`config.mk`:
```
export PLATFORM = sky130hd
export DESIGN_NAME = register_file_alu_top_flat
export DESIGN_NICKNAME = d
export VERILOG_FILES = /design/src/rtl/rfa_pkg.sv /design/src/rtl/rfa_in_if.sv /design/src/rtl/rfa_out_if.sv /design/src/rtl/rfa_ram.sv /design/src/rtl/rfa_alu.sv /design/src/rtl/register_file_alu_top.sv /design/src/flat_wrapper.sv
export SDC_FILE = /design/constraint.sdc
export NUM_CORES = 2
export LEC_CHECK = 0
export BUFFER_PORTS_ARGS = -buffer_cell sky130_fd_sc_hd__buf_4
export CORE_ASPECT_RATIO = 0.5
export CORE_UTILIZATION = 40
export DETAILED_ROUTE_END_ITERATION = 16
export PLACE_DENSITY_LB_ADDON = 0.1
export SETUP_SLACK_MARGIN = 0.05
export SYNTH_ARGS = -nofsm -noshare
export SYNTH_HDL_FRONTEND = slang
export SYNTH_SLANG_ARGS = --single-unit
export TNS_END_PERCENT = 5
```
`constraint.sdc`:
```
create_clock -name i_clk -period 6.64 [get_ports i_clk]
set_clock_uncertainty 0.2 [all_clocks]
set_input_delay 0.996 -clock i_clk [delete_from_list [all_inputs] [get_ports i_clk]]
set_output_delay 0.996 -clock i_clk [all_outputs]
set_load 0.02 [all_outputs]
```
`src/rtl/rfa_pkg.sv`:
```
`timescale 1ns / 1ps
// Shared types and constants for the register file ALU.
package rfa_pkg;

    localparam int FUNC_W    = 3;
    localparam int INSTR_W   = 32;
    localparam int LOAD_W    = 32;
    localparam int RESULT_W  = 32;
    localparam int IDX_W     = 6;
    localparam int SRC_A_POS = 20;
    localparam int SRC_B_POS = 14;
    localparam int DEST_POS  = 8;

    typedef enum logic [FUNC_W-1:0] {
        FN_ADD  = 3'd0,
        FN_SUB  = 3'd1,
        FN_MUL  = 3'd2,
        FN_DIV  = 3'd3,
        FN_LOAD = 3'd4
    } t_func;

    typedef enum logic [1:0] {
        ALU_ADD,
        ALU_SUB,
        ALU_MUL,
        ALU_DIV
    } t_alu_op;

    typedef struct packed {
        logic    start;
        t_alu_op op;
    } t_alu_req;

    typedef enum logic [2:0] {
        S_IDLE,
        S_RD_A,
        S_RD_B,
        S_START,
        S_EXEC,
        S_DONE
    } t_seq_state;

    typedef enum logic [2:0] {
        A_IDLE,
        A_ARITH,
        A_MUL,
        A_ABS_A,
        A_ABS_B,
        A_DIV,
        A_FIX
    } t_alu_state;

endpackage

```
`src/rtl/rfa_in_if.sv`:
```
`timescale 1ns / 1ps
// Input channel: operation selector, instruction word and load value.
interface rfa_in_if;
    logic                                 valid;
    logic                                 ready;
    logic [rfa_pkg::FUNC_W-1:0]           func;
    logic [rfa_pkg::INSTR_W-1:0]          instruction;
    logic signed [rfa_pkg::LOAD_W-1:0]    load_value;

    modport source (output valid, output func, output instruction, output load_value,
                    input ready);
    modport sink (input valid, input func, input instruction, input load_value,
                  output ready);
endinterface

```
`src/rtl/rfa_out_if.sv`:
```
`timescale 1ns / 1ps
// Output channel: written value, destination index and divide-by-zero flag.
interface rfa_out_if;
    logic                                 valid;
    logic                                 ready;
    logic signed [rfa_pkg::RESULT_W-1:0]  result;
    logic [rfa_pkg::IDX_W-1:0]            dest_index;
    logic                                 divide_by_zero;

    modport source (output valid, output result, output dest_index, output divide_by_zero,
                    input ready);
    modport sink (input valid, input result, input dest_index, input divide_by_zero,
                  output ready);
endinterface

```
`src/rtl/rfa_ram.sv`:
```
`timescale 1ns / 1ps
// Generic single-port-write, single-port-read RAM with registered read data.
module rfa_ram #(
    parameter int WIDTH = 32,
    parameter int DEPTH = 64
) (
    input  logic                     i_clk,
    input  logic                     i_we,
    input  logic [$clog2(DEPTH)-1:0] i_waddr,
    input  logic [WIDTH-1:0]         i_wdata,
    input  logic [$clog2(DEPTH)-1:0] i_raddr,
    output logic [WIDTH-1:0]         o_rdata
);

    logic [WIDTH-1:0] r_mem [DEPTH];

    always_ff @(posedge i_clk) begin
        if (i_we) begin
            r_mem[i_waddr] <= i_wdata;
        end
        o_rdata <= r_mem[i_raddr];
    end

endmodule

```
`src/rtl/rfa_alu.sv`:
```
`timescale 1ns / 1ps
// Iterative arithmetic unit: one shared adder does add, subtract, multiply and divide.
module rfa_alu #(
    parameter int DATA_WIDTH = 32
) (
    input  logic                  i_clk,
    input  logic                  i_rst_n,
    input  rfa_pkg::t_alu_req     i_req,
    input  logic [DATA_WIDTH-1:0] i_a,
    input  logic [DATA_WIDTH-1:0] i_b,
    output logic                  o_done,
    output logic [DATA_WIDTH-1:0] o_result
);

    localparam int CW = $clog2(DATA_WIDTH + 1);
    localparam int SW = DATA_WIDTH + 1;

    rfa_pkg::t_alu_state r_state, n_state;
    logic [DATA_WIDTH-1:0] r_x, n_x;
    logic [DATA_WIDTH-1:0] r_y, n_y;
    logic [DATA_WIDTH-1:0] r_acc, n_acc;
    logic [CW-1:0]         r_cnt, n_cnt;
    logic                  r_neg, n_neg;
    logic                  r_sub, n_sub;
    logic                  r_done, n_done;

    logic [SW-1:0] add_x;
    logic [SW-1:0] add_y;
    logic [SW-1:0] add_sum;
    logic          add_sub;

    // The one adder; subtraction inverts the second operand and carries in a one.
    assign add_sum = add_x + (add_y ^ {SW{add_sub}}) + SW'(add_sub);

    always_comb begin
        n_state = r_state;
        unique case (r_state)
            rfa_pkg::A_IDLE: begin
                if (i_req.start) begin
                    unique case (i_req.op)
                        rfa_pkg::ALU_MUL: n_state = rfa_pkg::A_MUL;
                        rfa_pkg::ALU_DIV: n_state = rfa_pkg::A_ABS_A;
                        default:          n_state = rfa_pkg::A_ARITH;
                    endcase
                end
            end
            rfa_pkg::A_ARITH: n_state = rfa_pkg::A_IDLE;
            rfa_pkg::A_MUL: begin
                if (r_cnt == CW'(1)) begin
                    n_state = rfa_pkg::A_IDLE;
                end
            end
            rfa_pkg::A_ABS_A: n_state = rfa_pkg::A_ABS_B;
            rfa_pkg::A_ABS_B: n_state = rfa_pkg::A_DIV;
            rfa_pkg::A_DIV: begin
                if (r_cnt == CW'(1)) begin
                    n_state = rfa_pkg::A_FIX;
                end
            end
            rfa_pkg::A_FIX: n_state = rfa_pkg::A_IDLE;
            default:        n_state = rfa_pkg::A_IDLE;
        endcase
    end

    always_comb begin
        n_x     = r_x;
        n_y     = r_y;
        n_acc   = r_acc;
        n_cnt   = r_cnt;
        n_neg   = r_neg;
        n_sub   = r_sub;
        n_done  = 1'b0;
        add_x   = '0;
        add_y   = '0;
        add_sub = 1'b0;
        unique case (r_state)
            rfa_pkg::A_IDLE: begin
                if (i_req.start) begin
                    n_x   = i_a;
                    n_y   = i_b;
                    n_acc = '0;
                    n_cnt = CW'(DATA_WIDTH);
                    n_sub = (i_req.op == rfa_pkg::ALU_SUB);
                    n_neg = i_a[DATA_WIDTH-1] ^ i_b[DATA_WIDTH-1];
                end
            end
            rfa_pkg::A_ARITH: begin
                add_x   = {1'b0, r_x};
                add_y   = {1'b0, r_y};
                add_sub = r_sub;
                n_acc   = add_sum[DATA_WIDTH-1:0];
                n_done  = 1'b1;
            end
            rfa_pkg::A_MUL: begin
                // Shift-and-add, one multiplier bit per cycle; only the low word is kept.
                add_x = {1'b0, r_acc};
                add_y = {1'b0, r_x};
                if (r_y[0]) begin
                    n_acc = add_sum[DATA_WIDTH-1:0];
                end
                n_x   = r_x << 1;
                n_y   = r_y >> 1;
                n_cnt = r_cnt - CW'(1);
                if (r_cnt == CW'(1)) begin
                    n_done = 1'b1;
                end
            end
            rfa_pkg::A_ABS_A: begin
                add_y   = {1'b0, r_x};
                add_sub = 1'b1;
                if (r_x[DATA_WIDTH-1]) begin
                    n_x = add_sum[DATA_WIDTH-1:0];
                end
            end
            rfa_pkg::A_ABS_B: begin
                add_y   = {1'b0, r_y};
                add_sub = 1'b1;
                if (r_y[DATA_WIDTH-1]) begin
                    n_y = add_sum[DATA_WIDTH-1:0];
                end
            end
            rfa_pkg::A_DIV: begin
                // Restoring division: the dividend shifts out of r_x as quotient bits shift in.
                add_x   = {r_acc, r_x[DATA_WIDTH-1]};
                add_y   = {1'b0, r_y};
                add_sub = 1'b1;
                if (!add_sum[DATA_WIDTH]) begin
                    n_acc = add_sum[DATA_WIDTH-1:0];
                end else begin
                    n_acc = add_x[DATA_WIDTH-1:0];
                end
                n_x   = {r_x[DATA_WIDTH-2:0], !add_sum[DATA_WIDTH]};
                n_cnt = r_cnt - CW'(1);
            end
            rfa_pkg::A_FIX: begin
                add_y   = {1'b0, r_x};
                add_sub = 1'b1;
                n_acc   = r_neg ? add_sum[DATA_WIDTH-1:0] : r_x;
                n_done  = 1'b1;
            end
            default: begin
                n_done = 1'b0;
            end
        endcase
    end

    always_ff @(posedge i_clk) begin
        if (!i_rst_n) begin
            r_state <= rfa_pkg::A_IDLE;
            r_done  <= 1'b0;
        end else begin
            r_state <= n_state;
            r_done  <= n_done;
        end
    end

    always_ff @(posedge i_clk) begin
        r_x   <= n_x;
        r_y   <= n_y;
        r_acc <= n_acc;
        r_cnt <= n_cnt;
        r_neg <= n_neg;
        r_sub <= n_sub;
    end

    assign o_done   = r_done;
    assign o_result = r_acc;

    a_start_when_idle: assert property (@(posedge i_clk) disable iff (!i_rst_n)
        i_req.start |-> r_state == rfa_pkg::A_IDLE)
        else $error("ALU started while busy");

    a_done_returns_idle: assert property (@(posedge i_clk) disable iff (!i_rst_n)
        r_done |-> r_state == rfa_pkg::A_IDLE)
        else $error("ALU reported done but is still running");

    a_done_single: assert property (@(posedge i_clk) disable iff (!i_rst_n)
        r_done |=> !r_done)
        else $error("ALU reported done for more than one cycle");

endmodule

```
`src/rtl/register_file_alu_top.sv`:
```
`timescale 1ns / 1ps
// Top level of the register file ALU: sequencer, register file and output register.
//
// Usage: each input item carries an operation (add, subtract, multiply, signed
// divide, load), an instruction word whose bits 25..20 and 19..14 name the
// source registers and bits 13..8 the destination, and a load value. Each item
// yields exactly one output item with the written value, the destination index
// and a divide-by-zero flag; a divide by zero or an unused operation writes
// nothing and reports a zero value.
// Timing: the block takes one item at a time. The two source registers are read
// one after the other through the single RAM read port, then the shared adder
// iterates; load, no-op and a divide by zero skip the adder. The multiply and
// divide loops take one bit per cycle. The sequencer returns to idle when a
// result is registered and can then accept the next item.
// Reset clears all registers of the file to zero at once through per-entry
// valid bits; no clearing pass is needed. The input is not ready while reset is
// held. A stalled receiver holds the finished item in the output register; the
// block still accepts and computes the next item and waits only when that one is
// ready to leave.
module register_file_alu_top #(
    parameter int REG_COUNT  = 64,
    parameter int DATA_WIDTH = 32
) (
    input  logic      i_clk,
    input  logic      i_rst_n,
    rfa_in_if.sink    i_in,
    rfa_out_if.source o_out
);

    localparam int AW   = $clog2(REG_COUNT);
    localparam int IW   = rfa_pkg::IDX_W;
    localparam int LW   = rfa_pkg::LOAD_W;
    localparam int RW   = rfa_pkg::RESULT_W;

    rfa_pkg::t_seq_state r_state, n_state;

    rfa_pkg::t_func        r_func;
    logic [IW-1:0]         r_ia;
    logic [IW-1:0]         r_ib;
    logic [IW-1:0]         r_id;
    logic [DATA_WIDTH-1:0] r_load;
    logic [DATA_WIDTH-1:0] r_a;
    logic                  r_rd_ok;
    logic                  r_dz;
    logic [REG_COUNT-1:0]  r_valid;

    logic                  r_out_valid;
    logic [RW-1:0]         r_out_result;
    logic [IW-1:0]         r_out_dest;
    logic                  r_out_dz;

    rfa_pkg::t_alu_req     alu_req;
    logic                  alu_done;
    logic [DATA_WIDTH-1:0] alu_result;

    logic                  accept;
    logic                  out_free;
    logic [IW-1:0]         rd_idx;
    logic                  rd_in_range;
    logic                  rd_ok;
    logic [AW-1:0]         rd_addr;
    logic [DATA_WIDTH-1:0] ram_rdata;
    logic [DATA_WIDTH-1:0] rd_value;
    logic                  b_zero;
    logic                  alu_go;
    logic                  dest_in_range;
    logic                  wr;
    logic [DATA_WIDTH-1:0] wr_value;
    logic                  rf_we;
    logic [DATA_WIDTH+LW-1:0] lv_ext;
    logic [DATA_WIDTH+RW-1:0] res_ext;

    assign accept   = i_in.valid && i_in.ready;
    assign out_free = !r_out_valid || o_out.ready;

    // Source reads: A is addressed in S_RD_A, B in S_RD_B.
    assign rd_idx      = (r_state == rfa_pkg::S_RD_A) ? r_ia : r_ib;
    assign rd_in_range = ({1'b0, rd_idx} < (IW + 1)'(REG_COUNT));
    assign rd_addr     = rd_idx[AW-1:0];
    assign rd_ok       = rd_in_range && r_valid[rd_addr];
    assign rd_value    = r_rd_ok ? ram_rdata : '0;

    assign b_zero        = (rd_value == '0);
    assign dest_in_range = ({1'b0, r_id} < (IW + 1)'(REG_COUNT));

    assign lv_ext  = {{DATA_WIDTH{i_in.load_value[LW-1]}}, i_in.load_value};
    assign res_ext = {{RW{1'b0}}, wr_value};

    always_comb begin
        unique case (r_func) inside
            rfa_pkg::FN_ADD, rfa_pkg::FN_SUB, rfa_pkg::FN_MUL: alu_go = 1'b1;
            rfa_pkg::FN_DIV: alu_go = !b_zero;
            default:         alu_go = 1'b0;
        endcase
    end

    always_comb begin
        unique case (r_func) inside
            rfa_pkg::FN_ADD, rfa_pkg::FN_SUB, rfa_pkg::FN_MUL: begin
                wr       = 1'b1;
                wr_value = alu_result;
            end
            rfa_pkg::FN_DIV: begin
                wr       = !r_dz;
                wr_value = r_dz ? '0 : alu_result;
            end
            rfa_pkg::FN_LOAD: begin
                wr       = 1'b1;
                wr_value = r_load;
            end
            default: begin
                wr       = 1'b0;
                wr_value = '0;
            end
        endcase
    end

    always_comb begin
        n_state = r_state;
        unique case (r_state)
            rfa_pkg::S_IDLE: begin
                if (accept) begin
                    n_state = rfa_pkg::S_RD_A;
                end
            end
            rfa_pkg::S_RD_A:  n_state = rfa_pkg::S_RD_B;
            rfa_pkg::S_RD_B:  n_state = rfa_pkg::S_START;
            rfa_pkg::S_START: n_state = alu_go ? rfa_pkg::S_EXEC : rfa_pkg::S_DONE;
            rfa_pkg::S_EXEC: begin
                if (alu_done) begin
                    n_state = rfa_pkg::S_DONE;
                end
            end
            rfa_pkg::S_DONE: begin
                if (out_free) begin
                    n_state = rfa_pkg::S_IDLE;
                end
            end
            default: n_state = rfa_pkg::S_IDLE;
        endcase
    end

    always_comb begin
        i_in.ready    = 1'b0;
        alu_req.start = 1'b0;
        alu_req.op    = rfa_pkg::ALU_ADD;
        rf_we         = 1'b0;
        unique case (r_state)
            rfa_pkg::S_IDLE: i_in.ready = i_rst_n;
            rfa_pkg::S_START: begin
                alu_req.start = alu_go;
                unique case (r_func)
                    rfa_pkg::FN_SUB: alu_req.op = rfa_pkg::ALU_SUB;
                    rfa_pkg::FN_MUL: alu_req.op = rfa_pkg::ALU_MUL;
                    rfa_pkg::FN_DIV: alu_req.op = rfa_pkg::ALU_DIV;
                    default:         alu_req.op = rfa_pkg::ALU_ADD;
                endcase
            end
            rfa_pkg::S_DONE: rf_we = out_free && wr && dest_in_range;
            default: begin
                rf_we = 1'b0;
            end
        endcase
    end

    rfa_ram #(
        .WIDTH (DATA_WIDTH),
        .DEPTH (REG_COUNT)
    ) u_rf (
        .i_clk   (i_clk),
        .i_we    (rf_we),
        .i_waddr (r_id[AW-1:0]),
        .i_wdata (wr_value),
        .i_raddr (rd_addr),
        .o_rdata (ram_rdata)
    );

    rfa_alu #(
        .DATA_WIDTH (DATA_WIDTH)
    ) u_alu (
        .i_clk    (i_clk),
        .i_rst_n  (i_rst_n),
        .i_req    (alu_req),
        .i_a      (r_a),
        .i_b      (rd_value),
        .o_done   (alu_done),
        .o_result (alu_result)
    );

    always_ff @(posedge i_clk) begin
        if (!i_rst_n) begin
            r_state     <= rfa_pkg::S_IDLE;
            r_valid     <= '0;
            r_out_valid <= 1'b0;
        end else begin
            r_state <= n_state;
            if (rf_we) begin
                r_valid[r_id[AW-1:0]] <= 1'b1;
            end
            if (r_state == rfa_pkg::S_DONE && out_free) begin
                r_out_valid <= 1'b1;
            end else if (o_out.ready) begin
                r_out_valid <= 1'b0;
            end
        end
    end

    always_ff @(posedge i_clk) begin
        r_rd_ok <= rd_ok;
        if (accept) begin
            r_func <= rfa_pkg::t_func'(i_in.func);
            r_ia   <= i_in.instruction[rfa_pkg::SRC_A_POS +: IW];
            r_ib   <= i_in.instruction[rfa_pkg::SRC_B_POS +: IW];
            r_id   <= i_in.instruction[rfa_pkg::DEST_POS +: IW];
            r_load <= lv_ext[DATA_WIDTH-1:0];
        end
        if (r_state == rfa_pkg::S_RD_B) begin
            r_a <= rd_value;
        end
        if (r_state == rfa_pkg::S_START) begin
            r_dz <= (r_func == rfa_pkg::FN_DIV) && b_zero;
        end
        if (r_state == rfa_pkg::S_DONE && out_free) begin
            r_out_result <= res_ext[RW-1:0];
            r_out_dest   <= r_id;
            r_out_dz     <= r_dz;
        end
    end

    assign o_out.valid          = r_out_valid;
    assign o_out.result         = r_out_result;
    assign o_out.dest_index     = r_out_dest;
    assign o_out.divide_by_zero = r_out_dz;

    a_accept_reads: assert property (@(posedge i_clk) disable iff (!i_rst_n)
        accept |=> r_state == rfa_pkg::S_RD_A)
        else $error("Accepted item did not start its register reads");

    a_start_exec: assert property (@(posedge i_clk) disable iff (!i_rst_n)
        alu_req.start |=> r_state == rfa_pkg::S_EXEC)
        else $error("ALU started without the sequencer waiting on it");

    a_dz_no_value: assert property (@(posedge i_clk) disable iff (!i_rst_n)
        (r_out_valid && r_out_dz) |-> r_out_result == '0)
        else $error("Divide by zero reported with a nonzero value");

endmodule

```
`src/flat_wrapper.sv`:
```
// flat-port wrapper written by rule: the top's interface ports become plain ports
module register_file_alu_top_flat 
#(
    parameter int REG_COUNT  = 64,
    parameter int DATA_WIDTH = 32
)
  (i_clk, i_rst_n, i_in_valid, i_in_func, i_in_instruction, i_in_load_value, i_in_ready, o_out_valid, o_out_result, o_out_dest_index, o_out_divide_by_zero, o_out_ready);
  rfa_in_if i_in_i ();
  rfa_out_if o_out_i ();
  input  logic i_clk;
  input  logic i_rst_n;
  input wire logic [$bits(i_in_i.valid)-1:0] i_in_valid;
  input wire logic [$bits(i_in_i.func)-1:0] i_in_func;
  input wire logic [$bits(i_in_i.instruction)-1:0] i_in_instruction;
  input wire logic [$bits(i_in_i.load_value)-1:0] i_in_load_value;
  output wire logic [$bits(i_in_i.ready)-1:0] i_in_ready;
  output wire logic [$bits(o_out_i.valid)-1:0] o_out_valid;
  output wire logic [$bits(o_out_i.result)-1:0] o_out_result;
  output wire logic [$bits(o_out_i.dest_index)-1:0] o_out_dest_index;
  output wire logic [$bits(o_out_i.divide_by_zero)-1:0] o_out_divide_by_zero;
  input wire logic [$bits(o_out_i.ready)-1:0] o_out_ready;
  assign i_in_i.valid = i_in_valid;
  assign i_in_i.func = i_in_func;
  assign i_in_i.instruction = i_in_instruction;
  assign i_in_i.load_value = i_in_load_value;
  assign i_in_ready = i_in_i.ready;
  assign o_out_valid = o_out_i.valid;
  assign o_out_result = o_out_i.result;
  assign o_out_dest_index = o_out_i.dest_index;
  assign o_out_divide_by_zero = o_out_i.divide_by_zero;
  assign o_out_i.ready = o_out_ready;
  register_file_alu_top #(.REG_COUNT(REG_COUNT), .DATA_WIDTH(DATA_WIDTH)) u_core (.i_clk(i_clk), .i_rst_n(i_rst_n), .i_in(i_in_i), .o_out(o_out_i));
endmodule
```
==> out/metrics.csv <==
stage;metric;value;unit
run_status;outcome;finished, final reports clean;
power;Comb power frac;16.0;%
finish;layout cells sized above 1;23.8;%
cts;post-CTS sizing;0;
setup_path;delay of the slowest critical-path stage;0.86;ns
routing;initial DRC count;6117;
yosys;Ys Warns;0;
yosys;ys flop type;edfxtp_1;
timing;Final period util;82.1;%
routing;Highest Signal Layer;met4;
floorplan;die height;346;um
power;pwr dens;330;nW/um2
yosys;list of most frequent post-synthesis cells;2,277 x edfxtp_1, 528 x mux4_2, 368 x nand2_1;
routing;routed vias;50800;
setup_path;critical path endpoint category;register;
yosys;Area contributors post-synth;edfxtp_1 72%, mux4_2 13%, dfxtp_1 2.2%;
cts;CTS Buffer Depth;4;
global_route;GR Overflow Total;0;
timing;pin slew with the least headroom to its limit;1.23;ns
global_route;number of global-route vias before repair;52000;
timing;setup TNS;0;ns
power;Lkg Pwr;33.9;nW
place;RePlAce Congestion;0.894;
cts;CTS tree;done;
yosys;syn_nets;5213;
routing;Routed Antenna Nets;0;
setup_path;crit start category;register;
routing;WL met3;19200;um
routing;via/cell ratio;5.90;
global_route;initial antenna violation count;17;
yosys;Netlist cell types;70;
global_route;first-pass GRT wire length;393000;um
yosys;Mapped Area;94800;um2
timing;fin. max-slew vios;0;
cts;CTS Sinks;2382;
setup_path;Critical Path AT;5.85;ns
yosys;most frequent cell after synthesis;edfxtp_1;
routing;wire length on met1;124000;um
setup_path;critical path type;register to register;
cts;CTS Root Cell;clkbuf_16;
setup_path;crit-path cells;nand2_1 -> a2bb2oi_4 -> xor2_1 -> ha_1 -> nand3_1 -> a21oi_1 -> o21ai_0 -> buf_4 -> a2111oi_0 -> o31ai_1 -> a21oi_1 -> a31oi_1 -> xnor2_1 -> a21o_1;
power;sw power;9.53;mW
routing;DRC;0;
cts;worst-skew pair later-pin latency;0.87;ns
finish;Layout Nets;5436;
power;clock power share;35.5;%
setup_path;crit-path max FO;25;
routing;drt total wl;278000;um
timing;achievable frequency;183;MHz
yosys;Syn Inst Count;5108;
place;pre-CTS WS;1.17;ns
power;maximum vdd drop;242;uV
yosys;Yosys top cell by area;edfxtp_1;
job;max_cap viols;0;
cts;Reg clk slew, reported paths;0.07;ns
routing;WL met2;129000;um
yosys;Seq/Total Area, Yosys;74.3;%
routing;wire per inst;32.2;um
setup_path;dominant cell type by count on the critical path;a21oi_1;
yosys;asr flop ratio synth;0;%
global_route;GRT Total Usage;23.0;%
timing;minimum clock period;5.45;ns
setup_path;required time of the critical path;7.04;ns
place;IO buf count;97;
cts;hold_buf cts;0;
setup_path;Crit-path slowest cell;dfxtp_1;
timing;# setup viols final;0;
routing;drt pass-1 iters;8;
floorplan;Die ar.;239000;um2
place;hpwl dp;161000;um
power;Int Power;26.1;mW
yosys;count of state elements after synthesis;2382;
power;sw frac;26.8;%
cts;setup bufs post-CTS;0;
timing;final worst slack;1.19;ns
global_route;pin count of the biggest net entering global routing;78;
timing;Slew HR;17.7;%
floorplan;I/O pins;112;
worst_hold_path;Hold WC Path Type;input port to register;
cts;H-tree depth;4;
floorplan;Initial Utilization;40.5;%
timing;Hold Violations, Final;0;
finish;Area growth, synth to finish;13.9;%
floorplan;Rows;125;
yosys;Post-synth EDFFs;2277;
timing;RSZ-0062 raised after global routing;false;
yosys;Mean Syn Cell Area;18.6;um2
yosys;share of Yosys cell area claimed by the top area cell type;72.1;%
floorplan;Core Footprint;234000;um2
power;share of power burned in registers;48.6;%
cts;cts bufs inserted;220;
floorplan;DIE WIDTH;691;um
[metal layers]
layer / up-vias / track usage, %
met5: - / 0
met4: 0 / 4.94
met3: 313 / 3.90
met2: 1636 / 36.4
met1: 27600 / 33.7
li1: 21200 / -
[path summary, 6_finish.rpt]
path	start	to	slack, ns	depth (start not counted)
setup reg to reg	u_core.u_alu.r_state[0]	u_core.u_alu.r_y[30]	1.19	14
setup / recovery	u_core.u_alu.r_state[0]	u_core.u_alu.r_y[30]	1.19	14
hold / removal	i_in_instruction[15]	u_core.r_ib[1]	0.10	1
hold reg to reg	u_core.r_valid[51]	u_core.r_valid[51]	0.27	2
[cells in the final DEF, fill, tap and decap left out, types with 7 or more instances in the layout]
| master | netlist | layout |
|---|---|---|
| bufinv_16 | 0 | 21 |
| a21o_1 | 12 | 12 |
| nor3_1 | 11 | 11 |
| nor2_4 | 0 | 97 |
| nand2b_1 | 7 | 7 |
| buf_4 | 53 | 292 |
| nand2_1 | 368 | 367 |
| inv_1 | 21 | 21 |
| clkbuf_16 | 0 | 221 |
| ha_1 | 33 | 33 |
| clkinvlp_4 | 0 | 7 |
| nor2b_1 | 14 | 10 |
| clkbuf_8 | 0 | 13 |
| a31oi_1 | 78 | 77 |
| a211oi_2 | 0 | 8 |
| a222oi_1 | 8 | 8 |
| edfxtp_1 | 2277 | 2277 |
| xnor2_1 | 22 | 22 |
| clkbuf_1 | 195 | 44 |
| nor2_1 | 301 | 201 |
| mux4_2 | 528 | 528 |
| xor2_1 | 47 | 46 |
| nand3_1 | 15 | 15 |
| o21ai_0 | 126 | 125 |
| a21oi_1 | 132 | 130 |
| o221ai_1 | 12 | 12 |
| a22oi_1 | 157 | 157 |
| a221o_1 | 7 | 7 |
| a211oi_1 | 167 | 159 |
| and2_1 | 169 | 167 |
| nand4_1 | 7 | 7 |
| clkinv_1 | 0 | 37 |
| mux2i_4 | 2 | 7 |
| buf_12 | 0 | 34 |
| nor4_1 | 12 | 12 |
| clkinv_2 | 0 | 45 |
| dfxtp_1 | 105 | 105 |
| a311oi_1 | 66 | 66 |
[critical path, delay by kind of cell, from the launching register on]
kind | cells | cell delay [ns]
fa+ha+maj | 1 | 0.46
buf+inv | 1 | 0.19
simple gates | 2 | 0.34
flops | 1 | 0.86
compound gates | 8 | 2.79
xor+xnor | 2 | 0.36
[stage by stage]
stage	total power, mW	instances	utilization, %	hold WS, ns	cell area (um2)
floorplan	20.8	5108	-	0.224	94800
global placement	23.3	8220	43.2	0.243	101000
detailed placement	23.4	8220	43.2	0.256	101000
CTS	35.9	8613	46.1	0.0420	108000
global route	36.8	8614	46.1	0.0615	108000
finish	35.6	8617	46.1	0.101	108000
[sequential cells by signal, indices dropped and copies added (netlist names), 3 cells and up]
signal and count:
u_core.u_rf.r_mem 2048, u_core.r_valid 64, u_core.o_out.result 32, u_core.r_a 32, u_core.r_load 32, u_core.u_alu.o_result 32
u_core.u_alu.r_x 32, u_core.u_alu.r_y 32, u_core.u_rf.o_rdata 32, u_core.o_out.dest_index 6, u_core.r_ia 6, u_core.r_ib 6
u_core.r_id 6, u_core.u_alu.r_cnt 6, u_core.r_func 3, u_core.r_state 3, u_core.u_alu.r_state 3
[logic make-up after synthesis]
| kind of cell | synth area share (%) |
|---|---|
| AOI/OAI and AO/OA | 5.80 |
| buffers and inverters | 1.74 |
| DFF | 74.3 |
| xor gates and xnor gates | 0.637 |
| adders and majority gates | 0.456 |
| and+or+nand+nor | 4.37 |
| muxes | 12.7 |
[area by class of cell]
type                    instances  area (um2)
clock buffers                 278        5870
repair buffers                326        2870
flip-flops and latches       2382       70500
well taps                    3111        3890
clock inverters               115        1100
fillers                     19900      126000
inverters                      22        82.6
diodes                          4        10.0
multi-input cells            2379       23700
[power by group through the flow]
stage	clock network [mW]	logic [mW]	registers (mW)
2_1_floorplan	0	3.43	17.4
3_3_place_gp	0	5.73	17.6
3_5_place_dp	0	5.79	17.6
4_1_cts	12.9	5.79	17.3
5_1_grt	13.4	6.07	17.3
6_report	12.6	5.69	17.3
Note: power is estimated with default switching activity, not from simulation.
